==> src/hdl/kpc_pkg.sv <==
// Shared types and constants for the key press classifier with code queue.
// Used by kpc_scan and key_press_classifier_fifo; no dependencies.

package kpc_pkg;

  // Configuration register indexes.
  localparam logic [2:0] REG_LONG_PRESS_TICKS = 3'd0;
  localparam logic [2:0] REG_REPEAT_TICKS     = 3'd1;
  localparam logic [2:0] REG_SHORT_CODE       = 3'd2;
  localparam logic [2:0] REG_FIRST_LONG_CODE  = 3'd3;
  localparam logic [2:0] REG_REPEAT_CODE      = 3'd4;

  // Reset values of the configuration registers.
  localparam logic [15:0] LONG_PRESS_TICKS_RST = 16'd200;
  localparam logic [15:0] REPEAT_TICKS_RST     = 16'd25;
  localparam logic [7:0]  SHORT_CODE_RST       = 8'd1;
  localparam logic [7:0]  FIRST_LONG_CODE_RST  = 8'd2;
  localparam logic [7:0]  REPEAT_CODE_RST      = 8'd3;

  // Reported press state codes.
  localparam logic [1:0] PRESS_IDLE  = 2'd0;
  localparam logic [1:0] PRESS_SHORT = 2'd1;
  localparam logic [1:0] PRESS_LONG  = 2'd2;

  // Item kinds.
  localparam logic KIND_TICK = 1'b0;
  localparam logic KIND_READ = 1'b1;

  localparam logic [15:0] HOLD_MAX = 16'hFFFF;

  typedef enum logic [2:0] {
    ST_IDLE  = 3'b001,
    ST_SHORT = 3'b010,
    ST_LONG  = 3'b100
  } scan_state_e;

  typedef struct packed {
    logic [15:0] long_press_ticks;
    logic [15:0] repeat_ticks;
    logic [7:0]  short_code;
    logic [7:0]  first_long_code;
    logic [7:0]  repeat_code;
  } cfg_t;

  // Result of one item before the popped code is known.
  typedef struct packed {
    logic       pop_hit;
    logic [4:0] queued_count;
    logic [1:0] press_state;
    logic       dropped;
  } res_t;

  // One finished result as it waits in the output queue.
  typedef struct packed {
    logic [7:0] key_value;
    logic [4:0] queued_count;
    logic [1:0] press_state;
    logic       dropped;
  } out_t;

endpackage

==> src/hdl/kpc_ram.sv <==
// Generic single-port-write, single-port-read RAM with a registered read.
// No dependencies.

module kpc_ram #(
  parameter int WIDTH = 8,
  parameter int DEPTH = 16
) (
  input  logic                     clk_i,
  input  logic                     we_i,
  input  logic [$clog2(DEPTH)-1:0] waddr_i,
  input  logic [WIDTH-1:0]         wdata_i,
  input  logic                     re_i,
  input  logic [$clog2(DEPTH)-1:0] raddr_i,
  output logic [WIDTH-1:0]         rdata_o
);

  logic [WIDTH-1:0] mem_q [DEPTH];
  logic [WIDTH-1:0] rdata_q;

  always_ff @(posedge clk_i) begin
    if (we_i) begin
      mem_q[waddr_i] <= wdata_i;
    end
    if (re_i) begin
      rdata_q <= mem_q[raddr_i];
    end
  end

  assign rdata_o = rdata_q;

endmodule

==> src/hdl/kpc_scan.sv <==
// Key scanner state machine, hold counters and code queue pointers.
// Depends on kpc_pkg; drives the ports of one kpc_ram instance.

module kpc_scan #(
  parameter int FIFO_DEPTH = 16
) (
  input  logic                          clk_i,
  input  logic                          rst_ni,
  input  logic                          fire_i,
  input  logic                          kind_i,
  input  logic                          level_i,
  input  kpc_pkg::cfg_t                 cfg_i,
  output logic                          ram_we_o,
  output logic [$clog2(FIFO_DEPTH)-1:0] ram_waddr_o,
  output logic [7:0]                    ram_wdata_o,
  output logic                          ram_re_o,
  output logic [$clog2(FIFO_DEPTH)-1:0] ram_raddr_o,
  output kpc_pkg::res_t                 res_o
);

  localparam int AW = $clog2(FIFO_DEPTH);
  localparam int CW = $clog2(FIFO_DEPTH + 1);
  localparam int XW = (CW > 5) ? CW : 5;

  kpc_pkg::scan_state_e state_q, state_d;
  logic [15:0]   short_q, short_d;
  logic [15:0]   long_q, long_d;
  logic [AW-1:0] wptr_q, wptr_d;
  logic [AW-1:0] rptr_q, rptr_d;
  logic [CW-1:0] fill_q, fill_d;
  logic [XW-1:0] fill_ext;
  logic          full;
  logic          empty;
  logic          push;
  logic [7:0]    push_code;
  logic          dropped;
  logic          pop_hit;

  assign full  = (fill_q == CW'(FIFO_DEPTH));
  assign empty = (fill_q == '0);

  always_comb begin
    state_d   = state_q;
    short_d   = short_q;
    long_d    = long_q;
    push      = 1'b0;
    push_code = cfg_i.short_code;
    pop_hit   = 1'b0;

    if (kind_i == kpc_pkg::KIND_READ) begin
      pop_hit = !empty;
    end else begin
      // The counter of the current state advances; the other one clears.
      long_d  = (state_q == kpc_pkg::ST_LONG) ?
                ((long_q == kpc_pkg::HOLD_MAX) ? long_q : long_q + 16'd1) : '0;
      short_d = (state_q == kpc_pkg::ST_SHORT) ?
                ((short_q == kpc_pkg::HOLD_MAX) ? short_q : short_q + 16'd1) : '0;
      unique case (state_q)
        kpc_pkg::ST_SHORT: begin
          if (!level_i) begin
            push      = 1'b1;
            push_code = cfg_i.short_code;
            state_d   = kpc_pkg::ST_IDLE;
          end else if (short_d >= cfg_i.long_press_ticks) begin
            short_d   = '0;
            push      = 1'b1;
            push_code = cfg_i.first_long_code;
            state_d   = kpc_pkg::ST_LONG;
          end
        end
        kpc_pkg::ST_LONG: begin
          if (!level_i) begin
            state_d = kpc_pkg::ST_IDLE;
          end else if (long_d >= cfg_i.repeat_ticks) begin
            long_d    = '0;
            push      = 1'b1;
            push_code = cfg_i.repeat_code;
          end
        end
        default: begin
          state_d = level_i ? kpc_pkg::ST_SHORT : kpc_pkg::ST_IDLE;
        end
      endcase
    end
  end

  assign dropped = push && full;

  always_comb begin
    wptr_d = wptr_q;
    rptr_d = rptr_q;
    fill_d = fill_q;
    if (push && !full) begin
      wptr_d = (wptr_q == AW'(FIFO_DEPTH - 1)) ? '0 : wptr_q + AW'(1);
      fill_d = fill_q + CW'(1);
    end
    if (pop_hit) begin
      rptr_d = (rptr_q == AW'(FIFO_DEPTH - 1)) ? '0 : rptr_q + AW'(1);
      fill_d = fill_q - CW'(1);
    end
  end

  always_ff @(posedge clk_i or negedge rst_ni) begin
    if (!rst_ni) begin
      state_q <= kpc_pkg::ST_IDLE;
      short_q <= '0;
      long_q  <= '0;
      wptr_q  <= '0;
      rptr_q  <= '0;
      fill_q  <= '0;
    end else if (fire_i) begin
      state_q <= state_d;
      short_q <= short_d;
      long_q  <= long_d;
      wptr_q  <= wptr_d;
      rptr_q  <= rptr_d;
      fill_q  <= fill_d;
    end
  end

  assign ram_we_o    = fire_i && push && !full;
  assign ram_waddr_o = wptr_q;
  assign ram_wdata_o = push_code;
  assign ram_re_o    = fire_i && pop_hit;
  assign ram_raddr_o = rptr_q;

  assign fill_ext = XW'(fill_d);

  always_comb begin
    res_o.pop_hit      = pop_hit;
    res_o.queued_count = fill_ext[4:0];
    res_o.dropped      = dropped;
    case (state_d)
      kpc_pkg::ST_SHORT: res_o.press_state = kpc_pkg::PRESS_SHORT;
      kpc_pkg::ST_LONG:  res_o.press_state = kpc_pkg::PRESS_LONG;
      default:           res_o.press_state = kpc_pkg::PRESS_IDLE;
    endcase
  end

  a_fill_bound: assert property (@(posedge clk_i) disable iff (!rst_ni)
    fill_q <= CW'(FIFO_DEPTH))
    else $error("queue fill count exceeds depth");

  a_drop_only_full: assert property (@(posedge clk_i) disable iff (!rst_ni)
    (fire_i && dropped) |-> (fill_q == CW'(FIFO_DEPTH) && kind_i == kpc_pkg::KIND_TICK))
    else $error("code dropped while queue had room");

  a_pop_count: assert property (@(posedge clk_i) disable iff (!rst_ni)
    (fire_i && pop_hit) |=> (fill_q == $past(fill_q) - CW'(1)))
    else $error("pop did not lower the fill count");

  a_ptr_gap: assert property (@(posedge clk_i) disable iff (!rst_ni)
    (fill_q == '0) |-> (wptr_q == rptr_q))
    else $error("empty queue with pointers apart");

endmodule

==> src/hdl/key_press_classifier_fifo.sv <==
// Top level of the key press classifier: config registers, result stage, output queue.
// Depends on kpc_pkg, kpc_scan and kpc_ram.
//
//   channel  | direction | handshake                  | payload
//   ---------+-----------+----------------------------+---------------------------------------
//   in       | sink      | in_valid_i / in_ready_o    | kind_i, level_i
//   out      | source    | out_valid_o / out_ready_i  | key_value_o, queued_count_o,
//            |           |                            | press_state_o, dropped_o
//   cfg      | sink      | cfg_we_i (no wait)         | cfg_index_i, cfg_wdata_i
//
// One item is taken per cycle while in_ready_o is high; its result passes through the result stage,
// which waits on the registered read of the code RAM, and then through the output queue
// register behind it before it is offered.
// A two-entry output queue behind the result stage keeps in_ready_o a registered
// function of occupancy, so a stalled output blocks input only once the result stage
// and both queue entries are full.
// Reset is asynchronous and active low; no clearing pass is needed after it.

module key_press_classifier_fifo #(
  parameter int FIFO_DEPTH = 16
) (
  input  logic        clk_i,
  input  logic        rst_ni,
  input  logic        in_valid_i,
  output logic        in_ready_o,
  input  logic        kind_i,
  input  logic        level_i,
  output logic        out_valid_o,
  input  logic        out_ready_i,
  output logic [7:0]  key_value_o,
  output logic [4:0]  queued_count_o,
  output logic [1:0]  press_state_o,
  output logic        dropped_o,
  input  logic        cfg_we_i,
  input  logic [2:0]  cfg_index_i,
  input  logic [15:0] cfg_wdata_i
);

  localparam int AW = $clog2(FIFO_DEPTH);

  kpc_pkg::cfg_t cfg_q, cfg_d;
  kpc_pkg::res_t res;
  kpc_pkg::res_t s1_res_q;
  logic          s1_valid_q, s1_valid_d;
  logic          s1_move;
  kpc_pkg::out_t s1_out;
  kpc_pkg::out_t ent0_q, ent0_d;
  kpc_pkg::out_t ent1_q, ent1_d;
  logic [1:0]    qcnt_q, qcnt_d;
  logic          accept;
  logic          out_fire;

  logic          ram_we;
  logic [AW-1:0] ram_waddr;
  logic [7:0]    ram_wdata;
  logic          ram_re;
  logic [AW-1:0] ram_raddr;
  logic [7:0]    ram_rdata;

  // Configuration registers.
  always_comb begin
    cfg_d = cfg_q;
    if (cfg_we_i) begin
      unique case (cfg_index_i)
        kpc_pkg::REG_LONG_PRESS_TICKS: cfg_d.long_press_ticks = cfg_wdata_i;
        kpc_pkg::REG_REPEAT_TICKS:     cfg_d.repeat_ticks     = cfg_wdata_i;
        kpc_pkg::REG_SHORT_CODE:       cfg_d.short_code       = cfg_wdata_i[7:0];
        kpc_pkg::REG_FIRST_LONG_CODE:  cfg_d.first_long_code  = cfg_wdata_i[7:0];
        kpc_pkg::REG_REPEAT_CODE:      cfg_d.repeat_code      = cfg_wdata_i[7:0];
        default: ;
      endcase
    end
  end

  always_ff @(posedge clk_i or negedge rst_ni) begin
    if (!rst_ni) begin
      cfg_q.long_press_ticks <= kpc_pkg::LONG_PRESS_TICKS_RST;
      cfg_q.repeat_ticks     <= kpc_pkg::REPEAT_TICKS_RST;
      cfg_q.short_code       <= kpc_pkg::SHORT_CODE_RST;
      cfg_q.first_long_code  <= kpc_pkg::FIRST_LONG_CODE_RST;
      cfg_q.repeat_code      <= kpc_pkg::REPEAT_CODE_RST;
    end else begin
      cfg_q <= cfg_d;
    end
  end

  // Input is held off only when the result stage and both queue entries are taken.
  assign in_ready_o = !(s1_valid_q && qcnt_q == 2'd2);
  assign accept     = in_valid_i && in_ready_o;
  assign out_fire   = out_valid_o && out_ready_i;

  kpc_scan #(
    .FIFO_DEPTH(FIFO_DEPTH)
  ) u_scan (
    .clk_i       (clk_i),
    .rst_ni      (rst_ni),
    .fire_i      (accept),
    .kind_i      (kind_i),
    .level_i     (level_i),
    .cfg_i       (cfg_q),
    .ram_we_o    (ram_we),
    .ram_waddr_o (ram_waddr),
    .ram_wdata_o (ram_wdata),
    .ram_re_o    (ram_re),
    .ram_raddr_o (ram_raddr),
    .res_o       (res)
  );

  kpc_ram #(
    .WIDTH(8),
    .DEPTH(FIFO_DEPTH)
  ) u_code_ram (
    .clk_i   (clk_i),
    .we_i    (ram_we),
    .waddr_i (ram_waddr),
    .wdata_i (ram_wdata),
    .re_i    (ram_re),
    .raddr_i (ram_raddr),
    .rdata_o (ram_rdata)
  );

  // Result stage. The RAM read data stays put while this stage holds, since
  // the RAM is only read on a transfer.
  assign s1_move = s1_valid_q && (qcnt_q != 2'd2);

  always_comb begin
    s1_valid_d = s1_valid_q;
    if (accept) begin
      s1_valid_d = 1'b1;
    end else if (s1_move) begin
      s1_valid_d = 1'b0;
    end
  end

  always_ff @(posedge clk_i or negedge rst_ni) begin
    if (!rst_ni) begin
      s1_valid_q <= 1'b0;
    end else begin
      s1_valid_q <= s1_valid_d;
    end
  end

  always_ff @(posedge clk_i) begin
    if (accept) begin
      s1_res_q <= res;
    end
  end

  assign s1_out.key_value    = s1_res_q.pop_hit ? ram_rdata : 8'd0;
  assign s1_out.queued_count = s1_res_q.queued_count;
  assign s1_out.press_state  = s1_res_q.press_state;
  assign s1_out.dropped      = s1_res_q.dropped;

  // Two-entry output queue; ent0_q is the head.
  always_comb begin
    ent0_d = ent0_q;
    ent1_d = ent1_q;
    qcnt_d = qcnt_q;
    case ({s1_move, out_fire})
      2'b10: begin
        if (qcnt_q == 2'd0) begin
          ent0_d = s1_out;
        end else begin
          ent1_d = s1_out;
        end
        qcnt_d = qcnt_q + 2'd1;
      end
      2'b01: begin
        ent0_d = ent1_q;
        qcnt_d = qcnt_q - 2'd1;
      end
      2'b11: begin
        ent0_d = (qcnt_q == 2'd1) ? s1_out : ent1_q;
        ent1_d = s1_out;
      end
      default: ;
    endcase
  end

  always_ff @(posedge clk_i or negedge rst_ni) begin
    if (!rst_ni) begin
      qcnt_q <= '0;
    end else begin
      qcnt_q <= qcnt_d;
    end
  end

  always_ff @(posedge clk_i) begin
    ent0_q <= ent0_d;
    ent1_q <= ent1_d;
  end

  assign out_valid_o    = (qcnt_q != 2'd0);
  assign key_value_o    = ent0_q.key_value;
  assign queued_count_o = ent0_q.queued_count;
  assign press_state_o  = ent0_q.press_state;
  assign dropped_o      = ent0_q.dropped;

  a_qcnt_bound: assert property (@(posedge clk_i) disable iff (!rst_ni)
    qcnt_q != 2'd3)
    else $error("output queue count out of range");

  a_stall_full: assert property (@(posedge clk_i) disable iff (!rst_ni)
    !in_ready_o |-> (out_valid_o && s1_valid_q))
    else $error("input held off with room downstream");

  a_s1_drains: assert property (@(posedge clk_i) disable iff (!rst_ni)
    (s1_valid_q && qcnt_q != 2'd2 && !accept) |=> !s1_valid_q)
    else $error("result stage failed to move into the output queue");

  a_no_lost_result: assert property (@(posedge clk_i) disable iff (!rst_ni)
    (s1_valid_q && !s1_move) |=> (s1_valid_q && $stable(s1_res_q)))
    else $error("held result changed before it moved");

endmodule
==> config.mk <==
export PLATFORM = sky130hd
export DESIGN_NAME = key_press_classifier_fifo
export DESIGN_NICKNAME = d
export VERILOG_FILES = /design/src/hdl/kpc_pkg.sv /design/src/hdl/kpc_ram.sv /design/src/hdl/kpc_scan.sv /design/src/hdl/key_press_classifier_fifo.sv
export SDC_FILE = /design/constraint.sdc
export NUM_CORES = 1
export LEC_CHECK = 0
export BUFFER_PORTS_ARGS = -buffer_cell sky130_fd_sc_hd__buf_2
export CORE_UTILIZATION = 56
export DETAILED_ROUTE_END_ITERATION = 16
export PLACE_DENSITY = 0.76
export SLEW_MARGIN = 20
export SYNTH_ARGS = -nofsm -noshare
export SYNTH_HDL_FRONTEND = slang
export SYNTH_SLANG_ARGS = --single-unit
==> constraint.sdc <==
create_clock -name clk_i -period 4.35 [get_ports clk_i]
set_clock_uncertainty 0.15 [all_clocks]
set_input_delay 0.87 -clock clk_i [delete_from_list [all_inputs] [get_ports clk_i]]
set_output_delay 0.87 -clock clk_i [all_outputs]
set_load 0.01 [all_outputs]
==> results of run 1 <==
[final cells by class]
cell class | instances | area [µm²] | area share, %
inverters | 50 | 188 | 1.24
diodes | 1 | 2.50 | 0.0165
clock buffers | 33 | 741 | 4.88
clock inverters | 21 | 230 | 1.52
flip-flops and latches | 284 | 8010 | 52.7
multi-input cells | 665 | 4970 | 32.8
well taps | 319 | 399 | 2.63
repair buffers | 96 | 641 | 4.22
[cell usage in the layout, fill, tap and decap left out, types with 13 or more instances in the layout]
cell	count
mux2_2	36
o21ai_0	72
dfrtp_1	95
clkbuf_16	29
nand2_1	90
nor2b_1	13
buf_4	52
a22o_1	36
buf_2	42
edfxtp_1	177
ha_1	47
xnor2_1	17
and2_1	13
nand3_1	25
mux2i_1	32
nor3_1	18
nand4_1	14
a21oi_1	28
inv_1	49
mux4_2	16
nor2_1	65
[power by group through the flow]
stage	logic [mW]	clock network (mW)	registers [mW]
final	1.97	2.53	3.80
after global placement	1.89	0	3.84
after CTS	1.97	2.57	3.80
after floorplan	1.48	0	3.68
after global routing	2.19	2.67	3.86
after detailed placement	1.95	0	3.85
[metrics by stage]
step           area, µm²  util [%]  hold WS, ns
4_1_cts            15100      64.6        0.150
3_5_place_dp       14100      60.4        0.291
2_1_floorplan      13300         -        0.277
5_1_grt            15200      64.9        0.177
6_report           15200      64.9        0.141
3_3_place_gp       14100      60.4        0.293
[state kept, by name, summed over array words and instances, names as in the netlist]
register / count
u_scan.long_q: 16
u_scan.short_q: 16
s1_valid_q: 1
cfg_q: 56
u_scan.ram_raddr_o: 4
s1_out: 8
dropped_o: 1
s1_res_q: 1
press_state_o: 2
u_code_ram.mem_q: 128
ent1_q: 16
queued_count_o: 5
qcnt_q: 2
u_scan.state_q: 3
u_code_ram.rdata_o: 8
key_value_o: 8
u_scan.ram_waddr_o: 4
u_scan.fill_q: 5
[metal layers]
metal	wire length, µm	GRT usage [%]	vias to the layer above
met3	1710	3.56	57
met4	784	7.66	0
li1	-	-	4079
met2	13200	38.4	292
met5	0	0	-
met1	12600	34.4	4310
[logic make-up after synthesis]
kind of cell             count (synthesis)  share of synthesized area, %
buffers and inverters                   95                          2.84
AND/OR/NAND/NOR                        290                          10.8
adder cells (fa/ha/maj)                 47                          4.42
AO/OA/AOI/OAI                          215                          11.5
multiplexers                            86                          8.39
flip-flops                             284                          60.2
XOR/XNOR                                27                          1.78
[worst paths after layout]
check | to | slack [ns] | cells after the start
worst max-delay path | u_code_ram.mem_q[12][6] | 0.14 | 15
worst min-delay path | cfg_q[35] | 0.14 | 1
worst max register to register | u_code_ram.mem_q[12][6] | 0.14 | 15
worst min register to register | ent1_q[2] | 0.31 | 0
max in group asynchronous | cfg_q[16] | 3.05 | 2
min in group clk_i | ent1_q[2] | 0.31 | 0
[repair_timing]
| action | in CTS | in global routing |
|---|---|---|
| pin swaps | 2 | 2 |
| buffers inserted | 2 | 0 |
| cloned | 0 | 0 |
| resized for setup | 1 | 17 |
| setup endpoints to repair | 27 | 256 |
==> flow_metrics.env, run 1 <==
export IMPL_status="complete, no violations"
export IMPL_die_h_um=156
export IMPL_switching_share_pct=29.9
export IMPL_grt_overflow_total=0
export IMPL_grt_pass1_wl_um=45700
export IMPL_period_share_pct=96.9
export IMPL_synth_top_area_share_pct=40.0
export IMPL_drv_cap=0
export IMPL_seq_area_frac_synth_pct=60.2
export IMPL_ys_top_cells_by_area="edfxtp_1 40%, dfrtp_1 18%, ha_1 4.4%"
export IMPL_fin_tns_setup_ns=0
export IMPL_core_rowCount=56
export IMPL_worstMarginPinSlew_ns=1.04
export IMPL_yosys_register_bits=284
export IMPL_grt_max_degree=40
export IMPL_via_per_inst=5.95
export IMPL_arrival_ns=4.29
export IMPL_slowest_delay_ns=0.56
export IMPL_clkTransAtPathRegs_ns=0.06
export IMPL_critical_path_top_delay_family="simple AND/OR/NAND/NOR gates"
export IMPL_port_buffers=43
export IMPL_grt_pass1_vias=8550
export IMPL_layout_drive_gt1_share_pct=20.6
export IMPL_hold_viol=0
export IMPL_synthCells=1044
export IMPL_critPathLaunchType="flop"
export IMPL_die_area_um2=24400
export IMPL_cp_max_fo=16
export IMPL_numCtsBuffers=29
export IMPL_critPathSlowestCell="a221o_2"
export IMPL_combPwrFrac_pct=23.8
export IMPL_finalMaxSlewViolations=0
export IMPL_antenna_left=0
export IMPL_n_fill_cell=1726
export IMPL_synthFlopType="edfxtp_1"
export IMPL_synth_common_cells="177 x edfxtp_1, 96 x dfrtp_1, 91 x nand2_1, 73 x o21ai_0, 67 x nor2_1"
export IMPL_crit_type="reg -> reg"
export IMPL_power_mw=8.31
export IMPL_rsz0062_at_grt="true"
export IMPL_grt_usage_pct=24.1
export IMPL_finalCriticalPeriod_ns=4.21
export IMPL_hold_buffers=0
export IMPL_setup_viol=0
export IMPL_final_cells=1469
export IMPL_clock_sink_count=284
export IMPL_power_clock_fraction_pct=30.5
export IMPL_synth_edff_count=177
export IMPL_async_flop_share_pct=37.7
export IMPL_cpMostUsedCell="buf_4"
export IMPL_required_ns=4.43
export IMPL_first_pass_iters=5
export IMPL_crit_buf_inv=2
export IMPL_startpoint="u_scan.short_q[6]"
export IMPL_synth_cell_area_um2=13300
export IMPL_num_vias=8738
export IMPL_slew_headroom_pct=29.9
export IMPL_yosys_warnings=0
export IMPL_area_growth_pct=14.1
export IMPL_worstHoldPathType="in -> async"
export IMPL_cts_buffer_depth=3
export IMPL_path_cells="and4_1 -> and4_4 -> nand3_1 -> nor3_1 -> nor2_1 -> a311oi_2 -> ha_1 -> nand2_1 -> o21ai_0 -> a211oi_2 -> buf_4 -> a31oi_4 -> and2_1 -> buf_4 -> a221o_2"
export IMPL_end_kind="flop"
export IMPL_cts_tree="yes"
export IMPL_antenna_found_initial=1
export IMPL_power_leakage_nw=5.82
export IMPL_ir_drop_mv=0.328
export IMPL_drcViolationCount=0
export IMPL_initial_core_util_pct=56.8
export IMPL_synth_top_area_cell="edfxtp_1"
export IMPL_synth_nets=1117
export IMPL_pre_cts_ws_ns=0.0380
export IMPL_power_per_cell_area_nw_per_um2=547
export IMPL_p_int_mw=5.82
export IMPL_rr_startpoint="u_scan.short_q[6]"
export IMPL_drtIter0Drc=636
export IMPL_placed_cells=1412
export IMPL_pwr_share_seq_pct=45.8
export IMPL_nets=1199
export IMPL_die_w_um=156
export IMPL_wl_um=28300
export IMPL_core_area_um2=23400
export IMPL_synth_cell_type_count=75
export IMPL_p_sw_mw=2.48
export IMPL_timing_fmax_mhz=237
export IMPL_gp_congestion=0.830
export IMPL_clkLatencyLatePin_ns=0.55
export IMPL_syn_area_per_cell_um2=12.7
export IMPL_wire_per_inst_um=19.2
export IMPL_worst_slack_ns=0.136
export IMPL_htreeDepth=1
export IMPL_root_buffer="clkbuf_16"
export IMPL_design_portCount=44
export IMPL_yosysMostFrequentCell="edfxtp_1"
export IMPL_dp_hpwl_um=18700
Power figures use the tool's default switching activity.
==> run 2, diff against run 1 <==
--- a/config.mk
+++ b/config.mk
@@ -9,6 +9,7 @@
 export CORE_UTILIZATION = 56
 export DETAILED_ROUTE_END_ITERATION = 16
 export PLACE_DENSITY = 0.76
+export REMOVE_ABC_BUFFERS = 1
 export SLEW_MARGIN = 20
 export SYNTH_ARGS = -nofsm -noshare
 export SYNTH_HDL_FRONTEND = slang
==> run 2 against run 1 <==
Compared with the run above:
- flip-flop and latch count stayed put
- sequential power about the same
- non-clock buffer count grew 6
- first-iteration DRC count is 18% higher
- worst setup slack worse by 0.039 ns
- global-route usage grew 0.37 points
- sequential share of layout area shrank 0.14 points
- combinational power barely moved
- register-to-register slack got worse by 0.04 ns
- clock power barely moved
- largest cell class unchanged
==> flow_metrics.env, run 2 (synthesis gave the netlist of run 1 again) <==
export IMPL_antenna_left=0
export IMPL_dp_hpwl_um=19300
export IMPL_reg_largest_list="u_code_ram.mem_q (128), cfg_q (56)"
export IMPL_drv_cap=0
export IMPL_slew_headroom_pct=29.2
export IMPL_stdcell_area_um2=15200
export IMPL_core_rowCount=56
export IMPL_hold_viol=0
export IMPL_clkTransAtPathRegs_ns=0.06
export IMPL_end_kind="flop"
export IMPL_dpl_instance_area_um2=14200
export IMPL_numCtsBuffers=29
export IMPL_grt_pass1_wl_um=46300
export IMPL_final_common_cell="edfxtp_1"
export IMPL_grt_usage_pct=24.5
export IMPL_largest_reg_flops=128
export IMPL_die_area_um2=24400
export IMPL_design_portCount=44
export IMPL_top_register="u_code_ram.mem_q"
export IMPL_drtIter0Drc=748
export IMPL_area_growth_pct=14.5
export IMPL_grt_overflow_total=0
export IMPL_pre_cts_ws_ns=0.0378
export IMPL_core_area_um2=23400
export IMPL_required_ns=4.43
export IMPL_htreeDepth=1
export IMPL_timing_fmax_mhz=235
export IMPL_wl_um=29000
export IMPL_worstMarginPinSlew_ns=1.06
export IMPL_power_mw=8.35
export IMPL_num_vias=8831
export IMPL_period_share_pct=97.8
export IMPL_clock_sink_count=284
export IMPL_n_fill_cell=1731
export IMPL_worst_slack_ns=0.0975
export IMPL_layout_drive_gt1_share_pct=20.8
export IMPL_arrival_ns=4.33
export IMPL_via_per_inst=5.99
export IMPL_crit_type="reg -> reg"
export IMPL_grt_max_degree=63
export IMPL_layout_common_cells="177 x edfxtp_1, 94 x dfrtp_1, 90 x nand2_1, 72 x o21ai_0, 66 x nor2_1"
export IMPL_cts_buffer_depth=3
export IMPL_power_per_cell_area_nw_per_um2=548
export IMPL_status="complete, no violations"
export IMPL_worstHoldPathType="in -> async"
export IMPL_gp_congestion=0.872
export IMPL_setup_viol=0
export IMPL_root_buffer="clkbuf_16"
export IMPL_utilization_pct=65.1
export IMPL_die_w_um=156
export IMPL_first_pass_iters=5
export IMPL_cp_max_fo=16
export IMPL_nets=1205
export IMPL_die_h_um=156
export IMPL_rsz0062_at_grt="true"
export IMPL_drcViolationCount=0
export IMPL_grt_pass1_vias=8658
export IMPL_wire_per_inst_um=19.7
export IMPL_finalMaxSlewViolations=0
export IMPL_antennaDiodeCount=0
export IMPL_power_leakage_nw=5.88
export IMPL_cts_tree="yes"
export IMPL_clkLatencyLatePin_ns=0.55
export IMPL_ir_drop_mv=0.398
export IMPL_initial_core_util_pct=56.8
export IMPL_finalCriticalPeriod_ns=4.25
export IMPL_antenna_found_initial=0
export IMPL_critPathLaunchType="flop"
export IMPL_port_buffers=43
-- run 2: changes by cell type in the layout (fill, tap and decap cells not counted), moves of 2 or more --
cell / before / now
clkinv_1: 11 / 3
buf_4: 52 / 58
clkbuf_1: 4 / 9
a221o_2: 6 / 3
a221o_1: 2 / 4
and3_1: 6 / 8
and3_4: 2 / 0
clkinv_2: 2 / 4
-- run 2: layer usage --
layer / GRT usage [%] / routed length, µm / up-vias
li1: - / - / 4084
met1: 35.1 / 12700 / 4376
met2: 39.3 / 13900 / 311
met3: 3.72 / 1690 / 60
met4: 6.58 / 668 / 0
met5: 0 / 0 / -
-- run 2: through the flow --
stage / TNS, ns / cells / hold WS [ns]
after global routing: -5.51 / 1474 / 0.304
after global placement: 0 / 1416 / 0.294
after floorplan: -32.78 / 999 / 0.277
after detailed placement: 0 / 1416 / 0.300
after CTS: 0 / 1471 / 0.270
final: 0 / 1474 / 0.232
-- run 2: worst paths after layout --
kind	endpoint	slack [ns]	from	depth (start not counted)
setup / recovery	u_code_ram.mem_q[2][2]	0.1	u_scan.short_q[0]	14
hold / removal	u_scan.short_q[11]	0.23	rst_ni	1
setup reg to reg	u_code_ram.mem_q[2][2]	0.1	u_scan.short_q[0]	14
hold reg to reg	ent1_q[1]	0.31	s1_out[1]	0
max in group asynchronous	u_scan.long_q[11]	2.93	rst_ni	2
min in group clk_i	ent1_q[1]	0.31	s1_out[1]	0
-- run 2: final cells by class --
| cell class | instances | area, µm² | area share (%) |
|---|---|---|---|
| Sequential cell | 284 | 8010 | 52.6 |
| Multi-Input combinational cell | 665 | 4970 | 32.7 |
| Clock buffer | 38 | 759 | 4.99 |
| Timing Repair Buffer | 102 | 677 | 4.45 |
| Tap cell | 319 | 399 | 2.62 |
| Clock inverter | 16 | 219 | 1.44 |
| Inverter | 50 | 188 | 1.23 |
-- run 2: worst max-delay path: stages (launching register included) --
cell and delay, ns:
dfrtp_1 0.40, ha_1 0.25, nand3_1 0.14, nor4_4 0.34, buf_4 0.19, nand2_1 0.05, a21oi_1 0.27, ha_1 0.30
nor2b_1 0.13, o211a_1 0.23, o311ai_4 0.39, a31oi_4 0.14, and2_1 0.22, buf_4 0.18, a221o_2 0.54
-- run 2: report_power, final --
| group | internal, mW | total (mW) | leakage (nW) | switching (mW) |
|---|---|---|---|---|
| registers | 3.45 | 3.80 | 2.95 | 0.353 |
| logic | 0.864 | 2.00 | 2.46 | 1.14 |
| clock network | 1.53 | 2.55 | 0.471 | 1.02 |
| total | 5.84 | 8.35 | 5.88 | 2.51 |
-- run 2: what timing repair did --
| action | CTS | global route |
|---|---|---|
| gates resized for setup | 0 | 15 |
| endpoints found under the setup margin | 8 | 254 |
| hold buffers | 0 | 0 |
| hold endpoints to repair | 0 | 0 |
| buffers inserted | 1 | 3 |
| pin swaps | 1 | 5 |
